**config.mk**
```make
export PLATFORM = sky130hd
export DESIGN_NAME = hla_fifo
export DESIGN_NICKNAME = d
export VERILOG_FILES = /design/src/hla_pkg.sv /design/src/hla_fifo.sv
export SDC_FILE = /design/constraint.sdc
export NUM_CORES = 1
export LEC_CHECK = 0
export BUFFER_PORTS_ARGS = -buffer_cell sky130_fd_sc_hd__buf_2
export CORE_UTILIZATION = 60
export CTS_CLUSTER_DIAMETER = 40
export DETAILED_ROUTE_END_ITERATION = 8
export PLACE_DENSITY = 0.83
export SETUP_SLACK_MARGIN = 0.3
export SLEW_MARGIN = 20
export SYNTH_ARGS = -nofsm -noshare
export SYNTH_HDL_FRONTEND = slang
export SYNTH_SLANG_ARGS = --single-unit
```
**constraint.sdc**
```tcl
create_clock -name i_clk -period 8.9 [get_ports i_clk]
set_input_delay 0 -clock i_clk [delete_from_list [all_inputs] [get_ports i_clk]]
set_output_delay 0 -clock i_clk [all_outputs]
set_load 0.005 [all_outputs]
```
**src/hla_pkg.sv**
```systemverilog
// Package for the Huber loss accumulator: queue item type, status codes and
// fixed-point constants. No dependencies.
`timescale 1ns / 1ps
`default_nettype none

package hla_pkg;

    // Q16.16 one, used as the weight when weighting is off
    localparam logic [31:0] Q_ONE      = 32'h0001_0000;
    localparam logic [31:0] DELTA_RST  = 32'h0001_0000;
    localparam logic [62:0] MEAN_MAX   = {63{1'b1}};

    // divider works on {loss_sum, 16 zero bits}, one quotient bit per cycle
    localparam int          DIV_BITS   = 80;

    // result status codes
    localparam logic [1:0]  STATUS_OK        = 2'd0;
    localparam logic [1:0]  STATUS_ZERO_WSUM = 2'd1;
    localparam logic [1:0]  STATUS_SAT       = 2'd2;

    // register indexes on the configuration port
    localparam logic        REG_DELTA       = 1'b0;
    localparam logic        REG_USE_WEIGHTS = 1'b1;

    // one classified beat between front and back
    typedef struct packed {
        logic [63:0] wterm;     // weighted term, already saturated
        logic        wsat;      // weighting step saturated
        logic [31:0] weight;    // effective weight
        logic        last;
    } t_q_item;

endpackage

`default_nettype wire

```
**src/hla_fifo.sv**
```systemverilog
// Short register queue between front and back of the Huber loss accumulator.
// Depends on hla_pkg. Overflow is prevented by the front's credit count.
`timescale 1ns / 1ps
`default_nettype none

module hla_fifo #(
    parameter int DEPTH = 8
) (
    input  wire                 i_clk,
    input  wire                 i_rst_n,
    input  wire                 i_push,
    input  hla_pkg::t_q_item    i_data,
    input  wire                 i_pop,
    output hla_pkg::t_q_item    o_data,
    output logic                o_empty
);
    import hla_pkg::*;

    localparam int AW = (DEPTH > 1) ? $clog2(DEPTH) : 1;
    localparam int CW = $clog2(DEPTH + 1);

    t_q_item         r_mem [DEPTH];
    logic [AW-1:0]   r_wr, n_wr;
    logic [AW-1:0]   r_rd, n_rd;
    logic [CW-1:0]   r_cnt, n_cnt;

    always_comb begin
        n_wr  = r_wr;
        n_rd  = r_rd;
        n_cnt = r_cnt;
        if (i_push) begin
            n_wr = (r_wr == AW'(DEPTH - 1)) ? '0 : r_wr + 1'b1;
        end
        if (i_pop) begin
            n_rd = (r_rd == AW'(DEPTH - 1)) ? '0 : r_rd + 1'b1;
        end
        if (i_push && !i_pop) begin
            n_cnt = r_cnt + 1'b1;
        end else if (!i_push && i_pop) begin
            n_cnt = r_cnt - 1'b1;
        end
    end

    always_ff @(posedge i_clk) begin
        if (!i_rst_n) begin
            r_wr  <= '0;
            r_rd  <= '0;
            r_cnt <= '0;
        end else begin
            r_wr  <= n_wr;
            r_rd  <= n_rd;
            r_cnt <= n_cnt;
        end
    end

    always_ff @(posedge i_clk) begin
        if (i_push) begin
            r_mem[r_wr] <= i_data;
        end
    end

    assign o_data  = r_mem[r_rd];
    assign o_empty = (r_cnt == '0);

endmodule

`default_nettype wire

```
==> flow_summary_export.csv <==
group,metric,value,unit
logic_synthesis,ys_seq_area_share,78.9,%
timing,min_period,3.49,ns
global_route,grtUsageMet1,32.2,%
placed_design,placed_cell_area,0.0319,mm^2
timing,worst_pin_slew,1.04,ns
global_route,grt_util_met2,41.3,%
critical_path,arrival,3.49,ns
flow_run,drv_cap,0,
clock_tree,tritoncts,"done",
clock_tree,cts_buffers,99,
clock_tree,root_buffer,"clkbuf_16",
clock_tree,clock_sinks,797,
timing,setup_violations,0,
timing,finalSetupTns,0,ns
timing,period_share,39.2,%
finish,num-nets-final,1683,
floorplanning,dieWidth,226,um
global_route,grt_pass1_vias,15100,
floorplanning,io_pins,201,
logic_synthesis,syn_inst,1206,
logic_synthesis,netlist_area,0.0302,mm^2
global_route,grt-busiest-layer,"met2",
logic_synthesis,synthFlopType,"edfxtp_1",
placed_design,hpwl,29500,um
floorplanning,fp.dieH,226,um
critical_path,critical-path-max-stage-delay,0.89,ns
detailed_routing,viasPerCell,6.08,
hold_path,hold_class,"input pin to flop",
finish,post-route-cell-area,0.0361,mm^2
critical_path,cp_slowest_cell,"dfxtp_4",
logic_synthesis,synth_area_leaders,"edfxtp_1, mux4_2, mux2_2, mux4_1, dfxtp_1",
timing,fin_skew,0.0231,ns
floorplanning,start_util,61.2,%
finish,fillers,2657,
clock_tree,clk_path_buf_depth,3,
detailed_routing,drt-initial-drc-count,1307,
global_route,grtUsageMet3,5.59,%
global_route,grt_use_total,24.5,%
clock_tree,cts_resized,0,
critical_path,crit_type,"flop to output pin",
finish,final_common_cell,"edfxtp_1",
critical_path,crit_family,"multiplexers",
global_route,grt_first_pass_wirelength,90700,um
logic_synthesis,synth_area_per_cell,25.0,um^2
clock_tree,cts_htree_levels,3,
timing,slew_violations,0,
logic_synthesis,yosys.area.top_type,"edfxtp_1",
critical_path,crit_fanout,46,
logic_synthesis,post_synth_num_cell_types,28,
critical_path,critPathBufInv,2,
finish,syn_to_final_growth,19.7,%
logic_synthesis,synth_edf_count,784,
floorplanning,dieArea,0.0512,mm^2
timing,max_freq,286,MHz
logic_synthesis,yosys_warnings,0,
global_route,grt_overflow,0,
logic_synthesis,ys_ff_latch,797,
detailed_routing,drtPass1Iterations,5,
detailed_routing,vias,14100,
timing,rsz0062_at_grt,"no",
placed_design,gp_congestion,0.709,
logic_synthesis,syn-num-nets,1316,
global_route,antenna_found_initial,2,
power_and_ir_drop,vdd_drop_max,0.000219,V
detailed_routing,drt_wl_total,60700,um
critical_path,path_cells,"buf_4, mux4_1, mux2_2, buf_2",
floorplanning,core-area,0.0493,mm^2
critical_path,startpoint_type,"flop",
critical_path,worstPathRequired,8.90,ns
power_and_ir_drop,leakagePower,11.8,nW
timing,hold_viol,0,
detailed_routing,ant_nets,0,
placed_design,io_buffers,200,
power_and_ir_drop,p_per_area,238,mW/mm^2
logic_synthesis,yosysTopAreaCellShare,78.1,%
detailed_routing,drc,0,
logic_synthesis,synthArstFlopShare,0,%
detailed_routing,wl_per_cell,26.2,um
critical_path,crit_path_end_kind,"output pin",
timing,slew_headroom,30.6,%
floorplanning,rows,81,
finish,layout-drive-gt1-share,40.3,%
timing,holdWs,0.179,ns
finish,final_cell_mix,"edfxtp_1, buf_2, mux4_2",
global_route,grt_max_degree,111,
clock_tree,path_clk_slew,0.06,ns
status,status,"completed",
clock_tree,clk_latency,0.63,ns
==> cell type report <==
class	instances	area (um^2)	area share [%]
Antenna cell	1	2.50	0.00693
Clock inverter	74	681	1.89
Inverter	3	11.3	0.0312
Sequential cell	797	23800	66.0
Multi-Input combinational cell	349	6030	16.7
Timing Repair Buffer	323	2190	6.07
Clock buffer	108	2530	7.02
Tap cell	664	831	2.30
==> cells in the mapped netlist (2+ instances only) <==
master    instances
inv_1             3
nor2b_1           5
nor3_1            3
buf_6            15
nand2_1           7
mux2_2           98
mux4_1           22
xnor2_1           2
edfxtp_1        784
clkbuf_1         16
o21ai_0           2
mux2i_1           4
nor2_1            8
buf_1             4
nand2b_1          4
ha_1              7
and2_1            4
buf_8             2
a21oi_1           3
mux4_2          174
dfxtp_1          13
buf_2            20
==> final timing paths <==
kind | from | endpoint | slack [ns] | cells past startpoint
min | i_data[38] | r_mem[2][38] | 0.18 | 2
max reg2reg | r_wr[0] | r_mem[2][25] | 5.75 | 4
min reg2reg | r_cnt[3] | r_cnt[3] | 0.48 | 2
max | flop | o_data[57] | 5.41 | 4
==> logic make-up (layout without fill, tap and decap cells) <==
family / Yosys count / in the layout / share of synthesized area, %
AOI/OAI and AO/OA: 8 / 8 / 0.149
adders and majority gates: 8 / 8 / 0.357
DFF: 797 / 797 / 78.9
muxes: 298 / 298 / 18.7
other: 0 / 1 / 0
buffers and inverters: 60 / 508 / 1.28
and+or+nand+nor: 33 / 33 / 0.543
xor gates and xnor gates: 2 / 2 / 0.0581
==> worst reg2reg max path: stages (launching register included) <==
cell and delay (ns):
dfxtp_1 0.33, nand2b_1 0.33, nor2_4 0.73, buf_4 0.66
buf_4 0.68
==> power breakdown <==
group | internal (mW) | switching (mW)
logic | 0.270 | 0.254
registers | 4.21 | 0.0395
clock network | 2.27 | 1.56
total | 6.74 | 1.85
==> sequential cells by signal (all words and copies together) (netlist names), named ones only <==
register / cells
r_mem: 784
r_rd: 3
r_cnt: 4
r_wr: 3
==> metal layers <==
metal,vias to the layer above,share of wire (%)
li1,5941,-
met1,7431,39
met2,605,51
met3,116,7.8
met4,2,2.1
met5,-,0.018
==> timing repair <==
action                                 CTS  global route
buffers inserted                         0             0
hold buffers                           102             0
endpoints found under the hold margin  797             0
==> per-stage QoR <==
| stage | util, % | setup slack, ns | power, mW | instances |
|---|---|---|---|---|
| floorplan | - | 1.08 | 4.62 | 1206 |
| global placement | 64.7 | 5.84 | 4.78 | 2034 |
| detailed placement | 64.7 | 5.76 | 4.80 | 2034 |
| CTS | 73.3 | 5.26 | 8.65 | 2318 |
| global route | 73.3 | 5.12 | 8.84 | 2319 |
| finish | 73.3 | 5.41 | 8.60 | 2319 |
No activity file was read; power rests on OpenSTA's default activity.
