--- src/hla_pkg.sv ---
// Package for the Huber loss accumulator: queue item type, status codes and
// fixed-point constants. No dependencies.
`timescale 1ns / 1ps
`default_nettype none

package hla_pkg;

    // Q16.16 one, used as the weight when weighting is off
    localparam logic [31:0] Q_ONE      = 32'h0001_0000;
    localparam logic [31:0] DELTA_RST  = 32'h0001_0000;
    localparam logic [62:0] MEAN_MAX   = {63{1'b1}};

    // divider works on {loss_sum, 16 zero bits}, one quotient bit per cycle
    localparam int          DIV_BITS   = 80;

    // result status codes
    localparam logic [1:0]  STATUS_OK        = 2'd0;
    localparam logic [1:0]  STATUS_ZERO_WSUM = 2'd1;
    localparam logic [1:0]  STATUS_SAT       = 2'd2;

    // register indexes on the configuration port
    localparam logic        REG_DELTA       = 1'b0;
    localparam logic        REG_USE_WEIGHTS = 1'b1;

    // one classified beat between front and back
    typedef struct packed {
        logic [63:0] wterm;     // weighted term, already saturated
        logic        wsat;      // weighting step saturated
        logic [31:0] weight;    // effective weight
        logic        last;
    } t_q_item;

endpackage

`default_nettype wire

--- src/hla_back.sv ---
// Back end of the Huber loss accumulator: saturating sums, bit-serial Q16.16
// divider and the output register. Depends on hla_pkg.
`timescale 1ns / 1ps
`default_nettype none

module hla_back (
    input  wire                 i_clk,
    input  wire                 i_rst_n,
    input  hla_pkg::t_q_item    i_item,
    input  wire                 i_empty,
    output logic                o_pop,
    output logic                o_valid,
    input  wire                 i_stall,
    output logic [62:0]         o_mean_loss,
    output logic [1:0]          o_status
);
    import hla_pkg::*;

    localparam int NW = $clog2(DIV_BITS);

    typedef enum logic [2:0] {
        ST_IDLE = 3'b001,
        ST_DIV  = 3'b010,
        ST_DONE = 3'b100
    } t_back_state;

    t_back_state              r_state, n_state;
    logic [63:0]              r_loss, r_wsum;
    logic                     r_ovf;
    logic [DIV_BITS-1:0]      r_dq;
    logic [63:0]              r_rem, r_den;
    logic                     r_dovf, r_zero;
    logic [NW-1:0]            r_cnt;
    logic                     r_out_valid;
    logic [62:0]              r_mean;
    logic [1:0]               r_status;

    logic [64:0]              lsum, wsum;
    logic [63:0]              loss_nx, wsum_nx;
    logic                     ovf_nx;
    logic [64:0]              trial, diff;
    logic                     qbit, out_free, qsat;

    always_comb begin
        lsum    = {1'b0, r_loss} + {1'b0, i_item.wterm};
        wsum    = {1'b0, r_wsum} + {33'b0, i_item.weight};
        loss_nx = lsum[64] ? {64{1'b1}} : lsum[63:0];
        wsum_nx = wsum[64] ? {64{1'b1}} : wsum[63:0];
        ovf_nx  = r_ovf || i_item.wsat || lsum[64] || wsum[64];

        // a last beat waits until the divider is free
        o_pop   = !i_empty && (!i_item.last || r_state == ST_IDLE);

        trial   = {r_rem, r_dq[DIV_BITS-1]};
        diff    = trial - {1'b0, r_den};
        qbit    = !diff[64];

        out_free = !r_out_valid || !i_stall;
        qsat     = |r_dq[DIV_BITS-1:63];
    end

    always_comb begin
        n_state = r_state;
        case (r_state)
            ST_IDLE: begin
                if (o_pop && i_item.last) begin
                    n_state = (wsum_nx == '0) ? ST_DONE : ST_DIV;
                end
            end
            ST_DIV: begin
                if (r_cnt == NW'(DIV_BITS - 1)) begin
                    n_state = ST_DONE;
                end
            end
            ST_DONE: begin
                if (out_free) begin
                    n_state = ST_IDLE;
                end
            end
            default: n_state = ST_IDLE;
        endcase
    end

    always_ff @(posedge i_clk) begin
        if (!i_rst_n) begin
            r_state     <= ST_IDLE;
            r_loss      <= '0;
            r_wsum      <= '0;
            r_ovf       <= 1'b0;
            r_out_valid <= 1'b0;
        end else begin
            r_state <= n_state;
            if (o_pop) begin
                if (i_item.last) begin
                    r_loss <= '0;
                    r_wsum <= '0;
                    r_ovf  <= 1'b0;
                end else begin
                    r_loss <= loss_nx;
                    r_wsum <= wsum_nx;
                    r_ovf  <= ovf_nx;
                end
            end
            if (r_state == ST_DONE && out_free) begin
                r_out_valid <= 1'b1;
            end else if (!i_stall) begin
                r_out_valid <= 1'b0;
            end
        end
    end

    always_ff @(posedge i_clk) begin
        if (r_state == ST_IDLE && o_pop && i_item.last) begin
            r_dq   <= {loss_nx, 16'b0};
            r_rem  <= '0;
            r_den  <= wsum_nx;
            r_dovf <= ovf_nx;
            r_zero <= (wsum_nx == '0);
            r_cnt  <= '0;
        end else if (r_state == ST_DIV) begin
            r_dq   <= {r_dq[DIV_BITS-2:0], qbit};
            r_rem  <= qbit ? diff[63:0] : trial[63:0];
            r_cnt  <= r_cnt + 1'b1;
        end
        if (r_state == ST_DONE && out_free) begin
            if (r_zero) begin
                r_mean   <= '0;
                r_status <= STATUS_ZERO_WSUM;
            end else begin
                r_mean   <= qsat ? MEAN_MAX : r_dq[62:0];
                r_status <= (qsat || r_dovf) ? STATUS_SAT : STATUS_OK;
            end
        end
    end

    assign o_valid     = r_out_valid;
    assign o_mean_loss = r_mean;
    assign o_status    = r_status;

endmodule

`default_nettype wire

--- config.mk ---
export PLATFORM = sky130hd
export DESIGN_NAME = hla_back
export DESIGN_NICKNAME = d
export VERILOG_FILES = /design/src/hla_pkg.sv /design/src/hla_back.sv
export SDC_FILE = /design/constraint.sdc
export NUM_CORES = 1
export LEC_CHECK = 0
export BUFFER_PORTS_ARGS = -buffer_cell sky130_fd_sc_hd__clkbuf_2
export CORE_ASPECT_RATIO = 1.5
export CORE_MARGIN = 3
export CORE_UTILIZATION = 35
export DETAILED_ROUTE_END_ITERATION = 10
export PLACE_DENSITY = 0.55
export SYNTH_ARGS = -nofsm -noshare
export SYNTH_HDL_FRONTEND = slang
export SYNTH_SLANG_ARGS = --single-unit
--- constraint.sdc ---
create_clock -name i_clk -period 9.25 [get_ports i_clk]
set_input_delay 1.85 -clock i_clk [delete_from_list [all_inputs] [get_ports i_clk]]
set_output_delay 1.85 -clock i_clk [all_outputs]
set_load 0.005 [all_outputs]
==> impl_metrics.env <==
export IMPL_boundary_pins=169
export IMPL_nets=3372
export IMPL_post_cts_setup_buffers=0
export IMPL_crit_path_max_incr_delay_ps=550
export IMPL_port_buffers=168
export IMPL_setup_ws_ps=3840
export IMPL_antenna_found_initial=0
export IMPL_clock_tree_buffer_depth=3
export IMPL_critical_path_top_delay_family="compound AO/OA/AOI/OAI gates"
export IMPL_multi_input_area_um2=14900
export IMPL_worst_ir_drop_vdd_mv=0.130
export IMPL_hold_violations=0
export IMPL_setup_violations_final=0
export IMPL_seq_area_frac_synth_pct=39.0
export IMPL_slew_headroom_pct=18.9
export IMPL_final_period_minus_worst_setup_slack_ps=5410
export IMPL_firstDrtPassIters=5
export IMPL_ys_warnings_count=0
export IMPL_yosysUniqueCellTypes=99
export IMPL_insertedDiodeCount=0
export IMPL_clock_sinks=415
export IMPL_max_slew_worst_pin_slew_ps=1220
export IMPL_number_of_max_slew_violations_in_the_final_report=0
export IMPL_detail_route_wl_per_cell_um=18.9
export IMPL_core_area_um2=74200
export IMPL_grt_first_pass_wirelength_um=123000
export IMPL_hp_class="flop to flop"
export IMPL_synth_edff_count=195
export IMPL_area_growth_synth_to_final_pct=12.2
export IMPL_dp_slack_ps=3250
export IMPL_synthesis_nets=3311
export IMPL_timing_critical_path_fanout_max=48
export IMPL_async_reset_ff_share_pct=0
export IMPL_total_placed_cells_including_tap_cells=4049
export IMPL_total_leakage_power_nw=12.0
export IMPL_die_w_um=230
export IMPL_worst_skew_pair_late_latency_ps=610
export IMPL_num_rows=122
export IMPL_final_cells=4136
export IMPL_post_route_cells_drive_above_1_share_pct=10.4
export IMPL_synth_avg_cell_area_um2=8.64
export IMPL_postSynth_topFlopCell="sky130_fd_sc_hd__dfxtp_1"
export IMPL_setup_tns_ps=0
export IMPL_routed_wl_um=78100
export IMPL_total_power_w=0.00478
export IMPL_die_h_um=342
export IMPL_critPathBufInv=2
export IMPL_die_area_um2=78600
export IMPL_clkTransAtPathRegs_ps=60
export IMPL_cp_required_ps=9580
export IMPL_cts_repair_resize_count=0
export IMPL_hpwl_detailed_um=57500
export IMPL_critPathCaptureType="flop"
export IMPL_outcome="finished clean"
export IMPL_holdBufCountCts=0
export IMPL_setup_crit_start_kind="input pin"
export IMPL_grt_pass1_vias=22500
export IMPL_critPathArrivalTime_ps=5730
export IMPL_crit_chain="clkbuf_2 -> ha_1 -> a21oi_1 -> o21ai_0 -> a21oi_1 -> o21ai_0 -> a31oi_4 -> o21ai_2 -> a2111oi_4 -> a211oi_1 -> or3_2 -> buf_4 -> or4_4"
export IMPL_sequential_cell_area_um2=10300
export IMPL_critical_path_slowest_cell="sky130_fd_sc_hd__or3_2"
export IMPL_rsz0062_at_grt="false"
export IMPL_ws_path_type="input pin to flop"
export IMPL_postSynthCellCount=3045
export IMPL_grtUsageTotal_pct=19.5
export IMPL_cap_viol_max_count=0
export IMPL_overflow=0
export IMPL_tritoncts_clock_tree="built"
export IMPL_numCtsBuffers=47
export IMPL_drc=0
export IMPL_viasPerCell=5.41
export IMPL_timing_fmax_mhz=185
export IMPL_skew_ps=30.2
export IMPL_drtIter0Drc=1312
export IMPL_fillerInstances=7699
export IMPL_cts_htree_levels=2
export IMPL_synth_ff_latch_count=415
export IMPL_placement_cell_area_um2=27900
export IMPL_finish_instance_area_um2=29500
export IMPL_clk_root_buffer_cell="sky130_fd_sc_hd__clkbuf_16"
export IMPL_p_per_area_nw_per_um2=162
export IMPL_floorplan_initialDensity_pct=35.5
export IMPL_drt_antenna_violating_nets=0
export IMPL_gpl_final_weighted_congestion=0.913
export IMPL_via_count=22400
export IMPL_final_period_utilization_pct=58.5
export IMPL_synthesis_area_um2=26300
export IMPL_maximum_number_of_pins_on_one_net_before_global_route_repair=79
cell type report:
| cell class | instances | share of cell area [%] |
|---|---|---|
| Inverter | 121 | 1.55 |
| Multi-Input combinational cell | 2330 | 50.5 |
| Timing Repair Buffer | 191 | 3.43 |
| Clock buffer | 67 | 4.62 |
| Tap cell | 992 | 4.20 |
| Clock inverter | 20 | 0.924 |
| Sequential cell | 415 | 34.8 |
synthesized netlist by cell type, drive strengths merged (13+ instances only):
library cell / n / area share [%]
mux2i: 67 / 2.5
xnor2: 101 / 3.4
o21a: 26 / 0.74
a22o: 13 / 0.43
dfxtp: 220 / 17
o211ai: 14 / 0.42
nand2b: 36 / 0.86
nand2: 390 / 5.6
nor2b: 86 / 2.0
clkbuf: 148 / 2.1
ha: 161 / 7.7
nand3: 45 / 0.86
a21o: 93 / 2.7
edfxtp: 195 / 22
a211oi: 24 / 0.72
and2: 16 / 0.38
and3: 22 / 0.52
inv: 121 / 1.7
a211o: 15 / 0.50
o21ai: 281 / 5.4
a31oi: 18 / 0.49
o21bai: 34 / 0.97
nor4: 13 / 0.33
buf: 31 / 0.68
nor2: 293 / 4.2
xor2: 66 / 2.2
nor3: 30 / 0.57
a22oi: 65 / 1.9
nand4: 53 / 1.3
a21oi: 196 / 3.8
cell families after synthesis:
family,synth area share (%)
AO/OA/AOI/OAI,22.2
XOR/XNOR,5.62
adder cells (fa/ha/maj),7.88
buffers and inverters,4.52
flip-flops,39.0
multiplexers,2.63
AND/OR/NAND/NOR,18.2
per-layer routing:
metal / GRT usage, % / vias up / share of wire [%] / wire length (um)
met5: 0 / - / 0 / 0
met4: 9.54 / 0 / 5.2 / 4070
met3: 2.28 / 184 / 3.4 / 2660
met2: 36.1 / 500 / 51 / 40100
met1: 22.0 / 10600 / 40 / 31200
li1: - / 11100 / - / -
registers in the layout, summed over array words and instances, names as in the netlist, 2 cells and up:
register	count
o_mean_loss	63
o_status	2
r_cnt	7
r_den	64
r_dq	80
r_loss	64
r_rem	64
r_state	3
r_wsum	64
report_power, final:
group / leakage (nW) / switching, W / internal [W]
registers: 3.63 / 0.0000408 / 0.00200
clock network: 0.791 / 0.000808 / 0.00119
logic: 7.61 / 0.000475 / 0.000269
total: 12.0 / 0.00132 / 0.00346
final timing paths:
| check | cells after the start | slack [ps] | start | to |
|---|---|---|---|---|
| max | 13 | 3840 | i_item[47] | r_dovf |
| min | 2 | 450 | r_loss[22] | r_loss[22] |
| max reg2reg | 17 | 4000 | r_dq[79] | r_rem[22] |
| min reg2reg | 2 | 450 | r_loss[22] | r_loss[22] |
per-stage QoR:
stage	hold WS, ps	util, %
after floorplan	424	-
after global placement	442	37.6
after detailed placement	446	37.6
after CTS	454	39.8
after global routing	473	39.8
final	454	39.8
layout by cell type (no fill, tap or decap), types with 48 or more instances in the layout:
cell                        instances
sky130_fd_sc_hd__xnor2_1          100
sky130_fd_sc_hd__mux2i_1           67
sky130_fd_sc_hd__o21ai_0          216
sky130_fd_sc_hd__a21o_1            92
sky130_fd_sc_hd__nor2b_1           86
sky130_fd_sc_hd__nand2_1          389
sky130_fd_sc_hd__clkbuf_16         48
sky130_fd_sc_hd__a22oi_1           65
sky130_fd_sc_hd__dfxtp_1          220
sky130_fd_sc_hd__a21oi_1          191
sky130_fd_sc_hd__nor2_1           289
sky130_fd_sc_hd__edfxtp_1         195
sky130_fd_sc_hd__nand4_1           53
sky130_fd_sc_hd__ha_1             161
sky130_fd_sc_hd__inv_1            119
sky130_fd_sc_hd__xor2_1            65
sky130_fd_sc_hd__clkbuf_2         168
sky130_fd_sc_hd__o21ai_1           64
worst register-to-register path, stage by stage (launching register included):
cell and delay (ps):
sky130_fd_sc_hd__edfxtp_1 390, sky130_fd_sc_hd__inv_1 70, sky130_fd_sc_hd__ha_1 230, sky130_fd_sc_hd__fa_1 420
sky130_fd_sc_hd__nand2b_1 190, sky130_fd_sc_hd__a21oi_1 270, sky130_fd_sc_hd__a2111oi_2 120, sky130_fd_sc_hd__o31ai_1 270
sky130_fd_sc_hd__buf_4 210, sky130_fd_sc_hd__o21a_1 270, sky130_fd_sc_hd__a41o_1 340, sky130_fd_sc_hd__a21oi_2 150
sky130_fd_sc_hd__nand4_1 210, sky130_fd_sc_hd__a221oi_4 130, sky130_fd_sc_hd__xnor2_4 700, sky130_fd_sc_hd__buf_4 740
sky130_fd_sc_hd__mux2i_1 330, sky130_fd_sc_hd__o21ai_1 70
Note: power is estimated with default switching activity, not from simulation.
